--- config.mk ---
export PLATFORM = sky130hd
export DESIGN_NAME = coherent_cycle_search
export DESIGN_NICKNAME = d
export VERILOG_FILES = /design/src/rtl/ccs_pkg.sv /design/src/rtl/ccs_datapath.sv /design/src/rtl/ccs_ctrl.sv /design/src/rtl/coherent_cycle_search.sv
export SDC_FILE = /design/constraint.sdc
export NUM_CORES = 2
export LEC_CHECK = 0
export ABC_CLOCK_PERIOD_IN_PS = 13700
export BUFFER_PORTS_ARGS = -buffer_cell sky130_fd_sc_hd__buf_2
export CAP_MARGIN = 5
export CORE_MARGIN = 2
export CORE_UTILIZATION = 40
export CTS_CLUSTER_SIZE = 28
export DETAILED_ROUTE_END_ITERATION = 12
export PLACE_DENSITY_LB_ADDON = 0.25
export SLEW_MARGIN = 10
export SYNTH_ARGS = -nofsm -noshare
export SYNTH_HDL_FRONTEND = slang
export SYNTH_SLANG_ARGS = --single-unit
--- constraint.sdc ---
create_clock -name clk -period 13.7 [get_ports clk]
set_input_delay 2.74 -clock clk [delete_from_list [all_inputs] [get_ports clk]]
set_output_delay 2.74 -clock clk [all_outputs]
set_load 0.02 [all_outputs]
--- src/rtl/ccs_pkg.sv ---
// Shared types and constants for the coherent cycle search block.
`default_nettype none
package ccs_pkg;

    localparam int unsigned MAX_SAMPLES = 65536;

    localparam int ACC_W  = 60;   // shared multiply/divide accumulator
    localparam int GOAL_W = 58;   // products c*rate and target*length
    localparam int REM_W  = 41;
    localparam int CNT_W  = 6;

    localparam logic [CNT_W-1:0] MUL_STEPS  = 6'd20;
    localparam logic [CNT_W-1:0] DIV_STEPS  = 6'd60;
    localparam logic [CNT_W-1:0] GCD_STEPS  = 6'd17;
    localparam logic [19:0]      PPM_SCALE  = 20'd1000000;

    typedef enum logic [1:0] {
        ST_OK      = 2'd0,
        ST_TOO_FEW = 2'd1,
        ST_RANGE   = 2'd2,
        ST_NONE    = 2'd3
    } status_t;

    typedef enum logic [4:0] {
        OP_NONE,
        OP_LOAD,
        OP_GOAL_MUL,
        OP_GOAL_SAVE,
        OP_PROD_MUL,
        OP_PROD_SAVE,
        OP_GCD_INIT_C,
        OP_GCD_INIT_BEST,
        OP_GCD_DIV,
        OP_GCD_SHIFT,
        OP_DIST,
        OP_CMP,
        OP_NEXT,
        OP_COH_DIV,
        OP_COH_SAVE,
        OP_ERR,
        OP_PPM_MUL,
        OP_PPM_DIV,
        OP_OUT_OK,
        OP_OUT_FAIL
    } op_t;

    typedef struct packed {
        op_t     op;
        status_t fail_status;
    } ccs_cmd_t;

    typedef struct packed {
        status_t pre_status;
        logic    busy;
        logic    gb_zero;
        logic    ga_one;
        logic    cop;
        logic    c_last;
        logic    found;
    } ccs_stat_t;

endpackage
`default_nettype wire

--- src/rtl/ccs_datapath.sv ---
// Datapath: request registers, serial multiply/divide unit, search and result registers.
`default_nettype none
module ccs_datapath #(
    parameter int unsigned MAX_SAMPLES = ccs_pkg::MAX_SAMPLES
) (
    input  wire logic               clk,
    input  wire logic               rst_n,
    input  wire ccs_pkg::ccs_cmd_t  cmd,
    output ccs_pkg::ccs_stat_t      stat,
    input  wire logic [39:0]        target_freq,
    input  wire logic [39:0]        sample_rate,
    input  wire logic [16:0]        record_length,
    input  wire logic [16:0]        cycles_min,
    input  wire logic [16:0]        cycles_max,
    input  wire logic               need_coprime,
    output logic [1:0]              status,
    output logic [15:0]             chosen_cycles,
    output logic [16:0]             record_samples,
    output logic [16:0]             cycle_gcd,
    output logic [39:0]             coherent_freq,
    output logic signed [40:0]      freq_error,
    output logic [39:0]             abs_error,
    output logic signed [31:0]      error_ppm
);
    import ccs_pkg::*;

    logic [39:0]        tgt_reg, rate_reg;
    logic [16:0]        len_reg, c_reg, cmin_reg, cmax_reg;
    logic               cop_reg;
    logic [GOAL_W-1:0]  goal_reg, prod_reg, dist_reg, best_d_reg, best_prod_reg;
    logic [16:0]        best_reg;
    logic               found_reg;
    logic [16:0]        ga_reg, gb_reg;
    logic [39:0]        coh_reg, mag_reg;
    logic               neg_reg;

    // serial arithmetic unit
    logic [ACC_W-1:0]   acc_reg, mc_reg;
    logic [19:0]        mp_reg;
    logic [REM_W-1:0]   rem_reg;
    logic [39:0]        dvs_reg;
    logic [CNT_W-1:0]   cnt_reg;
    logic               div_mode_reg;

    logic [REM_W-1:0]   rem_shift;
    logic               rem_ge;
    logic [GOAL_W-1:0]  dist_next;
    logic [31:0]        ppm_sat;

    status_t            pre;

    assign rem_shift = {rem_reg[REM_W-2:0], acc_reg[ACC_W-1]};
    assign rem_ge    = rem_shift >= {1'b0, dvs_reg};
    assign dist_next = (prod_reg >= goal_reg) ? (prod_reg - goal_reg) : (goal_reg - prod_reg);

    always_comb
    begin
        if (neg_reg)
            ppm_sat = (acc_reg > ACC_W'(64'h80000000)) ? 32'h80000000
                                                       : (32'd0 - acc_reg[31:0]);
        else
            ppm_sat = (acc_reg > ACC_W'(64'h7FFFFFFF)) ? 32'h7FFFFFFF : acc_reg[31:0];
    end

    always_comb
    begin
        if (len_reg < 17'd2)
            pre = ST_TOO_FEW;
        else if (tgt_reg == 40'd0 || rate_reg == 40'd0 || {tgt_reg, 1'b0} >= {1'b0, rate_reg})
            pre = ST_RANGE;
        else if (cmin_reg == 17'd0 || cmin_reg > cmax_reg || cmax_reg > {1'b0, len_reg[16:1]}
                 || {8'd0, len_reg} > 25'(MAX_SAMPLES))
            pre = ST_RANGE;
        else
            pre = ST_OK;
    end

    assign stat.pre_status = pre;
    assign stat.busy       = cnt_reg != '0;
    assign stat.gb_zero    = gb_reg == 17'd0;
    assign stat.ga_one     = ga_reg == 17'd1;
    assign stat.cop        = cop_reg;
    assign stat.c_last     = c_reg == cmax_reg;
    assign stat.found      = found_reg;

    always_ff @(posedge clk or negedge rst_n)
    begin
        if (!rst_n)
        begin
            cnt_reg   <= '0;
            found_reg <= 1'b0;
        end
        else
        begin
            if (cnt_reg != '0)
            begin
                cnt_reg <= cnt_reg - 1'b1;
                if (div_mode_reg)
                begin
                    acc_reg <= {acc_reg[ACC_W-2:0], rem_ge};
                    rem_reg <= rem_ge ? (rem_shift - {1'b0, dvs_reg}) : rem_shift;
                end
                else
                begin
                    if (mp_reg[0])
                        acc_reg <= acc_reg + mc_reg;
                    mc_reg <= {mc_reg[ACC_W-2:0], 1'b0};
                    mp_reg <= {1'b0, mp_reg[19:1]};
                end
            end

            case (cmd.op)
                OP_LOAD:
                begin
                    tgt_reg   <= target_freq;
                    rate_reg  <= sample_rate;
                    len_reg   <= record_length;
                    cmin_reg  <= cycles_min;
                    cmax_reg  <= cycles_max;
                    c_reg     <= cycles_min;
                    cop_reg   <= need_coprime;
                    found_reg <= 1'b0;
                end
                OP_GOAL_MUL:
                begin
                    acc_reg      <= '0;
                    mc_reg       <= ACC_W'(tgt_reg);
                    mp_reg       <= 20'(len_reg);
                    cnt_reg      <= MUL_STEPS;
                    div_mode_reg <= 1'b0;
                end
                OP_GOAL_SAVE: goal_reg <= acc_reg[GOAL_W-1:0];
                OP_PROD_MUL:
                begin
                    acc_reg      <= '0;
                    mc_reg       <= ACC_W'(rate_reg);
                    mp_reg       <= 20'(c_reg);
                    cnt_reg      <= MUL_STEPS;
                    div_mode_reg <= 1'b0;
                end
                OP_PROD_SAVE: prod_reg <= acc_reg[GOAL_W-1:0];
                OP_GCD_INIT_C:
                begin
                    ga_reg <= c_reg;
                    gb_reg <= len_reg;
                end
                OP_GCD_INIT_BEST:
                begin
                    ga_reg <= best_reg;
                    gb_reg <= len_reg;
                end
                OP_GCD_DIV:
                begin
                    // dividend sits in the top bits so 17 steps suffice
                    acc_reg      <= {ga_reg, {(ACC_W-17){1'b0}}};
                    rem_reg      <= '0;
                    dvs_reg      <= 40'(gb_reg);
                    cnt_reg      <= GCD_STEPS;
                    div_mode_reg <= 1'b1;
                end
                OP_GCD_SHIFT:
                begin
                    ga_reg <= gb_reg;
                    gb_reg <= rem_reg[16:0];
                end
                OP_DIST: dist_reg <= dist_next;
                OP_CMP:
                begin
                    if (!found_reg || dist_reg < best_d_reg)
                    begin
                        found_reg     <= 1'b1;
                        best_d_reg    <= dist_reg;
                        best_reg      <= c_reg;
                        best_prod_reg <= prod_reg;
                    end
                end
                OP_NEXT:
                begin
                    c_reg    <= c_reg + 17'd1;
                    prod_reg <= prod_reg + GOAL_W'(rate_reg);
                end
                OP_COH_DIV:
                begin
                    acc_reg      <= ACC_W'(best_prod_reg);
                    rem_reg      <= '0;
                    dvs_reg      <= 40'(len_reg);
                    cnt_reg      <= DIV_STEPS;
                    div_mode_reg <= 1'b1;
                end
                OP_COH_SAVE: coh_reg <= acc_reg[39:0];
                OP_ERR:
                begin
                    neg_reg <= coh_reg < tgt_reg;
                    mag_reg <= (coh_reg < tgt_reg) ? (tgt_reg - coh_reg) : (coh_reg - tgt_reg);
                end
                OP_PPM_MUL:
                begin
                    acc_reg      <= '0;
                    mc_reg       <= ACC_W'(mag_reg);
                    mp_reg       <= PPM_SCALE;
                    cnt_reg      <= MUL_STEPS;
                    div_mode_reg <= 1'b0;
                end
                OP_PPM_DIV:
                begin
                    // product stays in the accumulator as the dividend
                    rem_reg      <= '0;
                    dvs_reg      <= tgt_reg;
                    cnt_reg      <= DIV_STEPS;
                    div_mode_reg <= 1'b1;
                end
                OP_OUT_OK:
                begin
                    status         <= ST_OK;
                    chosen_cycles  <= best_reg[15:0];
                    record_samples <= len_reg;
                    cycle_gcd      <= ga_reg;
                    coherent_freq  <= coh_reg;
                    freq_error     <= neg_reg ? (41'd0 - {1'b0, mag_reg}) : {1'b0, mag_reg};
                    abs_error      <= mag_reg;
                    error_ppm      <= ppm_sat;
                end
                OP_OUT_FAIL:
                begin
                    status         <= cmd.fail_status;
                    chosen_cycles  <= '0;
                    record_samples <= len_reg;
                    cycle_gcd      <= '0;
                    coherent_freq  <= '0;
                    freq_error     <= '0;
                    abs_error      <= '0;
                    error_ppm      <= '0;
                end
                default: ;
            endcase
        end
    end

endmodule
`default_nettype wire

--- src/rtl/ccs_ctrl.sv ---
// Controller state machine sequencing the search and the result calculation.
`default_nettype none
module ccs_ctrl (
    input  wire logic               clk,
    input  wire logic               rst_n,
    input  wire logic               in_valid,
    output logic                    in_stall,
    output logic                    out_valid,
    input  wire logic               out_stall,
    output ccs_pkg::ccs_cmd_t       cmd,
    input  wire ccs_pkg::ccs_stat_t stat
);
    import ccs_pkg::*;

    typedef enum logic [4:0] {
        S_IDLE, S_CHECK, S_GOAL_W, S_PROD, S_PROD_W, S_TEST, S_GCD_CHK, S_GCD_W,
        S_DIST, S_CMP, S_NEXT_CHK, S_FGCD, S_FG_CHK, S_FG_W, S_COH_W, S_ERR,
        S_PMUL, S_PMUL_W, S_PDIV, S_PDIV_W, S_DONE, S_FAIL
    } state_t;

    state_t  state_reg, state_next;
    status_t fail_reg, fail_next;
    logic    out_valid_reg, out_valid_next;
    logic    out_free;

    assign out_free  = !out_valid_reg || !out_stall;
    assign in_stall  = state_reg != S_IDLE;
    assign out_valid = out_valid_reg;

    always_comb
    begin
        state_next      = state_reg;
        fail_next       = fail_reg;
        out_valid_next  = out_valid_reg && out_stall;
        cmd.op          = OP_NONE;
        cmd.fail_status = fail_reg;
        case (state_reg)
            S_IDLE:
                if (in_valid)
                begin
                    cmd.op     = OP_LOAD;
                    state_next = S_CHECK;
                end
            S_CHECK:
                if (stat.pre_status != ST_OK)
                begin
                    fail_next  = stat.pre_status;
                    state_next = S_FAIL;
                end
                else
                begin
                    cmd.op     = OP_GOAL_MUL;
                    state_next = S_GOAL_W;
                end
            S_GOAL_W:
                if (!stat.busy)
                begin
                    cmd.op     = OP_GOAL_SAVE;
                    state_next = S_PROD;
                end
            S_PROD:
            begin
                cmd.op     = OP_PROD_MUL;
                state_next = S_PROD_W;
            end
            S_PROD_W:
                if (!stat.busy)
                begin
                    cmd.op     = OP_PROD_SAVE;
                    state_next = S_TEST;
                end
            S_TEST:
                if (stat.cop)
                begin
                    cmd.op     = OP_GCD_INIT_C;
                    state_next = S_GCD_CHK;
                end
                else
                    state_next = S_DIST;
            S_GCD_CHK:
                if (stat.gb_zero)
                    state_next = stat.ga_one ? S_DIST : S_NEXT_CHK;
                else
                begin
                    cmd.op     = OP_GCD_DIV;
                    state_next = S_GCD_W;
                end
            S_GCD_W:
                if (!stat.busy)
                begin
                    cmd.op     = OP_GCD_SHIFT;
                    state_next = S_GCD_CHK;
                end
            S_DIST:
            begin
                cmd.op     = OP_DIST;
                state_next = S_CMP;
            end
            S_CMP:
            begin
                cmd.op     = OP_CMP;
                state_next = S_NEXT_CHK;
            end
            S_NEXT_CHK:
                if (!stat.c_last)
                begin
                    cmd.op     = OP_NEXT;
                    state_next = S_TEST;
                end
                else if (stat.found)
                    state_next = S_FGCD;
                else
                begin
                    fail_next  = ST_NONE;
                    state_next = S_FAIL;
                end
            S_FGCD:
            begin
                cmd.op     = OP_GCD_INIT_BEST;
                state_next = S_FG_CHK;
            end
            S_FG_CHK:
                if (stat.gb_zero)
                begin
                    cmd.op     = OP_COH_DIV;
                    state_next = S_COH_W;
                end
                else
                begin
                    cmd.op     = OP_GCD_DIV;
                    state_next = S_FG_W;
                end
            S_FG_W:
                if (!stat.busy)
                begin
                    cmd.op     = OP_GCD_SHIFT;
                    state_next = S_FG_CHK;
                end
            S_COH_W:
                if (!stat.busy)
                begin
                    cmd.op     = OP_COH_SAVE;
                    state_next = S_ERR;
                end
            S_ERR:
            begin
                cmd.op     = OP_ERR;
                state_next = S_PMUL;
            end
            S_PMUL:
            begin
                cmd.op     = OP_PPM_MUL;
                state_next = S_PMUL_W;
            end
            S_PMUL_W:
                if (!stat.busy)
                    state_next = S_PDIV;
            S_PDIV:
            begin
                cmd.op     = OP_PPM_DIV;
                state_next = S_PDIV_W;
            end
            S_PDIV_W:
                if (!stat.busy)
                    state_next = S_DONE;
            S_DONE:
                if (out_free)
                begin
                    cmd.op         = OP_OUT_OK;
                    out_valid_next = 1'b1;
                    state_next     = S_IDLE;
                end
            S_FAIL:
                if (out_free)
                begin
                    cmd.op         = OP_OUT_FAIL;
                    out_valid_next = 1'b1;
                    state_next     = S_IDLE;
                end
            default: state_next = S_IDLE;
        endcase
    end

    always_ff @(posedge clk or negedge rst_n)
    begin
        if (!rst_n)
        begin
            state_reg     <= S_IDLE;
            fail_reg      <= ST_OK;
            out_valid_reg <= 1'b0;
        end
        else
        begin
            state_reg     <= state_next;
            fail_reg      <= fail_next;
            out_valid_reg <= out_valid_next;
        end
    end

endmodule
`default_nettype wire

--- src/rtl/coherent_cycle_search.sv ---
// Coherent cycle search: picks the cycle count per record nearest a target frequency.
// Input channel (in_valid/in_stall) takes one request word: target frequency and
// sample rate in Q32.8 Hz, record length, cycle range and a coprime flag.
// Output channel (out_valid/out_stall) returns one result word per request.
// Requests are handled one at a time; in_stall is high from acceptance until the
// result is loaded into the output register. The next request can then be taken
// while that result still waits on a stalled receiver.
// A rejected request goes straight from the range check to its fail result. Otherwise
// the goal product is formed, then each cycle count gets its product and, with the
// coprime flag set, a Euclid test against the record length; a kept count is
// compared by distance. Then follow the Euclid steps for the final GCD, the 60-step
// frequency division, the 20-step ppm multiply and the 60-step ppm division, all
// on the single bit-serial multiply/divide unit.
// Reset (rst_n low, asynchronous) returns the controller to idle and drops
// out_valid; a result held under out_stall keeps its payload stable.
`default_nettype none
module coherent_cycle_search #(
    parameter int unsigned MAX_SAMPLES = ccs_pkg::MAX_SAMPLES
) (
    input  wire logic               clk,
    input  wire logic               rst_n,
    input  wire logic               in_valid,
    output logic                    in_stall,
    input  wire logic [39:0]        target_freq,
    input  wire logic [39:0]        sample_rate,
    input  wire logic [16:0]        record_length,
    input  wire logic [16:0]        cycles_min,
    input  wire logic [16:0]        cycles_max,
    input  wire logic               need_coprime,
    output logic                    out_valid,
    input  wire logic               out_stall,
    output logic [1:0]              status,
    output logic [15:0]             chosen_cycles,
    output logic [16:0]             record_samples,
    output logic [16:0]             cycle_gcd,
    output logic [39:0]             coherent_freq,
    output logic signed [40:0]      freq_error,
    output logic [39:0]             abs_error,
    output logic signed [31:0]      error_ppm
);
    import ccs_pkg::*;

    ccs_cmd_t  cmd;
    ccs_stat_t stat;

    ccs_ctrl u_ctrl (
        .clk       (clk),
        .rst_n     (rst_n),
        .in_valid  (in_valid),
        .in_stall  (in_stall),
        .out_valid (out_valid),
        .out_stall (out_stall),
        .cmd       (cmd),
        .stat      (stat)
    );

    ccs_datapath #(
        .MAX_SAMPLES (MAX_SAMPLES)
    ) u_dp (
        .clk            (clk),
        .rst_n          (rst_n),
        .cmd            (cmd),
        .stat           (stat),
        .target_freq    (target_freq),
        .sample_rate    (sample_rate),
        .record_length  (record_length),
        .cycles_min     (cycles_min),
        .cycles_max     (cycles_max),
        .need_coprime   (need_coprime),
        .status         (status),
        .chosen_cycles  (chosen_cycles),
        .record_samples (record_samples),
        .cycle_gcd      (cycle_gcd),
        .coherent_freq  (coherent_freq),
        .freq_error     (freq_error),
        .abs_error      (abs_error),
        .error_ppm      (error_ppm)
    );

endmodule
`default_nettype wire

==> impl_metrics.json <==
{
  "outcome": "completed",
  "cts_tree": "built",
  "design.final.nets": 7051,
  "post_cts.repair.setup_buffers": 0,
  "filler_cell_count": 14600,
  "regArea_sq_um": 30300,
  "total_power_mw": 12.3,
  "grt_pass1_wl_um": 312000,
  "placementRows": 144,
  "synth_cell_types": 99,
  "layout-drive-gt1-share_pct": 10.2,
  "relative_slew_slack_pct": 19.7,
  "post-dp-hpwl_um": 162000,
  "clock_sinks": 1011,
  "antenna_violating_nets_post_route": 0,
  "max_clock_freq_ghz": 0.165,
  "multi_input_comb_area_sq_um": 29500,
  "drt_wl_total_um": 213000,
  "synth_async_sr_flop_share_pct": 1.48,
  "final_max_slew_viol_count": 0,
  "pin_count_of_the_biggest_net_entering_global_routing": 146,
  "antenna_cells_inserted": 0,
  "hold-worst-slack_ns": 0.445,
  "maxCapViolCount": 0,
  "cts_inserted_buffers": 111,
  "cp.required_ns": 14.04,
  "grt_usage_pct": 26.1,
  "grt_overflow_total": 0,
  "die_height_um": 399,
  "detailedRoute.firstPassIterationCount": 6,
  "postSynth.topFlopCell": "sky130_fd_sc_hd__edfxtp_1",
  "detailroute.via_count": 50600,
  "fp.dieArea_sq_um": 159000,
  "fin_tns_setup_ns": 0,
  "final.min_clock_period_ns": 6.05,
  "worst_setup_path_start_kind": "flip-flop",
  "route.detailed.drc": 0,
  "post_cts_hold_buffer_count": 0,
  "setup_viol": 0,
  "syn2layout_area_growth_pct": 12.2,
  "wl_per_cell_um": 24.8,
  "synth_seq_area_share_pct": 48.5,
  "p_leak_nw": 27.9,
  "hold_path.class": "reg2reg",
  "detailed_route_vias_per_instance": 5.89,
  "synth.yosys.warnings": 0,
  "power_density_nw_per_um2": 176,
  "initial_utilization_pct": 40.4,
  "finalWeightedCongestion": 0.974,
  "tightestPinTransition_ns": 1.20,
  "ir_worst_vdd_uv": 117,
  "cp_max_fo": 145,
  "top_level_ports": 343,
  "arrival_ns": 6.40,
  "detailedRoute.firstIterationViolations": 5297,
  "io_buffers": 342,
  "floorplan_die_width_um": 399,
  "syn_inst": 6194,
  "syn-mean-instance-area_sq_um": 10.1,
  "critical_path_class": "reg2reg",
  "grt_pass1_vias": 47900,
  "antenna_found_initial": 6,
  "syn-cell-area_sq_um": 62400,
  "synth.net_count": 6803,
  "layout_worst_path_cycle_share_pct": 44.2,
  "placeable_core_region_sq_um": 155000,
  "edff_count_synth": 996,
  "final-instance-count-excl-fill": 8578,
  "cts-root-buf": "sky130_fd_sc_hd__clkbuf_16",
  "timing_hold_violations_final": 0,
  "cp-end-kind": "flip-flop",
  "cts.repair.resized": 0,
  "postSynthRegisterBits": 1011,
  "htreeDepth": 3,
  "unrepaired_setup_endpoints_after_global_routing": "no",
  "clk_pin_slew_ns": 0.06,
  "clk_path_buf_depth": 3,
  "clock_latency_on_the_worst_skew_pair_ns": 0.73,
  "dp_cells": 8372,
  "skew_ns": 0.0420
}
==> per-layer routing <==
| metal | up-vias | track usage [%] | part of all wire [%] |
|---|---|---|---|
| met5 | - | 0 | 0.0080 |
| met4 | 2 | 11.7 | 4.8 |
| met3 | 325 | 4.05 | 8.6 |
| met2 | 2300 | 38.2 | 42 |
| met1 | 24600 | 37.9 | 44 |
| li1 | 23300 | - | - |
==> Yosys cell counts (91+ instances only) <==
| master | number | area share, % |
|---|---|---|
| sky130_fd_sc_hd__a21o_1 | 219 | 2.6 |
| sky130_fd_sc_hd__o21ai_0 | 507 | 4.1 |
| sky130_fd_sc_hd__and2_1 | 131 | 1.3 |
| sky130_fd_sc_hd__clkbuf_1 | 252 | 1.5 |
| sky130_fd_sc_hd__xnor2_1 | 151 | 2.1 |
| sky130_fd_sc_hd__xor2_1 | 160 | 2.2 |
| sky130_fd_sc_hd__nand2_1 | 600 | 3.6 |
| sky130_fd_sc_hd__edfxtp_1 | 996 | 48 |
| sky130_fd_sc_hd__ha_1 | 466 | 9.3 |
| sky130_fd_sc_hd__nand3_1 | 91 | 0.73 |
| sky130_fd_sc_hd__nand4_1 | 110 | 1.1 |
| sky130_fd_sc_hd__nor2_1 | 415 | 2.5 |
| sky130_fd_sc_hd__a21oi_1 | 489 | 3.9 |
| sky130_fd_sc_hd__inv_1 | 458 | 2.8 |
==> area by class of cell <==
type	instances	share of cell area (%)
Inverter	460	2.47
Multi-Input combinational cell	4442	42.1
Clock inverter	64	0.991
Sequential cell	1011	43.2
Timing Repair Buffer	416	3.30
Tap cell	2044	3.65
Clock buffer	141	4.26
==> cells in the final DEF (no fill, tap or decap), types with 20 or more instances in the layout <==
| cell type | n |
|---|---|
| sky130_fd_sc_hd__mux2i_1 | 49 |
| sky130_fd_sc_hd__o21ai_0 | 507 |
| sky130_fd_sc_hd__a31oi_1 | 79 |
| sky130_fd_sc_hd__a221o_1 | 33 |
| sky130_fd_sc_hd__buf_2 | 342 |
| sky130_fd_sc_hd__nor2b_1 | 53 |
| sky130_fd_sc_hd__nand2b_1 | 40 |
| sky130_fd_sc_hd__o21bai_1 | 78 |
| sky130_fd_sc_hd__o31ai_1 | 34 |
| sky130_fd_sc_hd__nand2_1 | 600 |
| sky130_fd_sc_hd__clkbuf_1 | 24 |
| sky130_fd_sc_hd__nand4_1 | 110 |
| sky130_fd_sc_hd__o211ai_1 | 23 |
| sky130_fd_sc_hd__clkinv_1 | 20 |
| sky130_fd_sc_hd__nand3_1 | 90 |
| sky130_fd_sc_hd__edfxtp_1 | 996 |
| sky130_fd_sc_hd__nor3_1 | 81 |
| sky130_fd_sc_hd__clkbuf_16 | 114 |
| sky130_fd_sc_hd__a21oi_1 | 488 |
| sky130_fd_sc_hd__a211oi_1 | 45 |
| sky130_fd_sc_hd__xor2_1 | 160 |
| sky130_fd_sc_hd__a21o_1 | 219 |
| sky130_fd_sc_hd__nor2_1 | 409 |
| sky130_fd_sc_hd__inv_1 | 458 |
| sky130_fd_sc_hd__xnor2_1 | 151 |
| sky130_fd_sc_hd__and3_1 | 31 |
| sky130_fd_sc_hd__and2_1 | 129 |
| sky130_fd_sc_hd__ha_1 | 466 |
| sky130_fd_sc_hd__or3_1 | 32 |
| sky130_fd_sc_hd__a22oi_1 | 71 |
| sky130_fd_sc_hd__a22o_1 | 38 |
| sky130_fd_sc_hd__o21a_1 | 40 |
| sky130_fd_sc_hd__nor4_1 | 74 |
| sky130_fd_sc_hd__buf_4 | 71 |
==> logic make-up (layout without fill, tap and decap cells) <==
kind of cell               after synthesis  after routing  synth area share [%]
AOI/OAI and AO/OA                     1839           1839                  18.5
and+or+nand+nor                       1762           1762                  13.6
DFF                                   1011           1011                  48.5
buffers and inverters                  741           1081                  4.50
adders and majority gates              473            473                  9.57
xor gates and xnor gates               311            311                  4.36
muxes                                   57             57                 0.930
==> worst paths after layout <==
kind	from	endpoint	slack [ns]	cells after the start
max	u_dp.tgt_reg[37]$_DFFE_PP_	u_dp.error_ppm[3]$_SDFFCE_PN0P_	7.65	13
min	u_dp.dist_reg[5]$_DFFE_PP_	u_dp.best_d_reg[5]$_DFFE_PP_	0.45	0
max reg2reg	u_dp.tgt_reg[37]$_DFFE_PP_	u_dp.error_ppm[3]$_SDFFCE_PN0P_	7.65	13
min reg2reg	u_dp.dist_reg[5]$_DFFE_PP_	u_dp.best_d_reg[5]$_DFFE_PP_	0.45	0
max in group asynchronous	rst_n	u_ctrl.fail_reg[1]$_DFFE_PN0P_	10.73	3
min in group asynchronous	rst_n	u_dp.cnt_reg[5]$_DFFE_PN0P_	2.02	2
==> power breakdown <==
| part | internal [mW] | switching, mW |
|---|---|---|
| clock network | 1.78 | 1.30 |
| logic | 1.72 | 2.87 |
| registers | 4.12 | 0.529 |
| total | 7.63 | 4.70 |
==> critical path, cell delays in order (launching register included) <==
cell	delay (ns)
sky130_fd_sc_hd__edfxtp_1	0.50
sky130_fd_sc_hd__ha_1	0.33
sky130_fd_sc_hd__a21o_1	0.16
sky130_fd_sc_hd__a211oi_1	0.26
sky130_fd_sc_hd__o41ai_1	0.13
sky130_fd_sc_hd__or4b_2	0.65
sky130_fd_sc_hd__a211oi_1	0.27
sky130_fd_sc_hd__o211a_1	0.22
sky130_fd_sc_hd__nand4_1	0.81
sky130_fd_sc_hd__nand2b_1	0.49
sky130_fd_sc_hd__nand2_1	0.15
sky130_fd_sc_hd__nor2_4	0.10
sky130_fd_sc_hd__buf_4	0.67
sky130_fd_sc_hd__buf_12	0.55
==> stage by stage <==
stage	instance area (sq um)	setup WS, ns	util (%)
after global routing	70000	7.32	45.3
after global placement	66300	7.44	42.9
after detailed placement	66300	7.38	42.9
final	70000	7.65	45.3
after CTS	70000	7.61	45.3
after floorplan	62400	1.13	-
(Power assumes the default switching activity.)
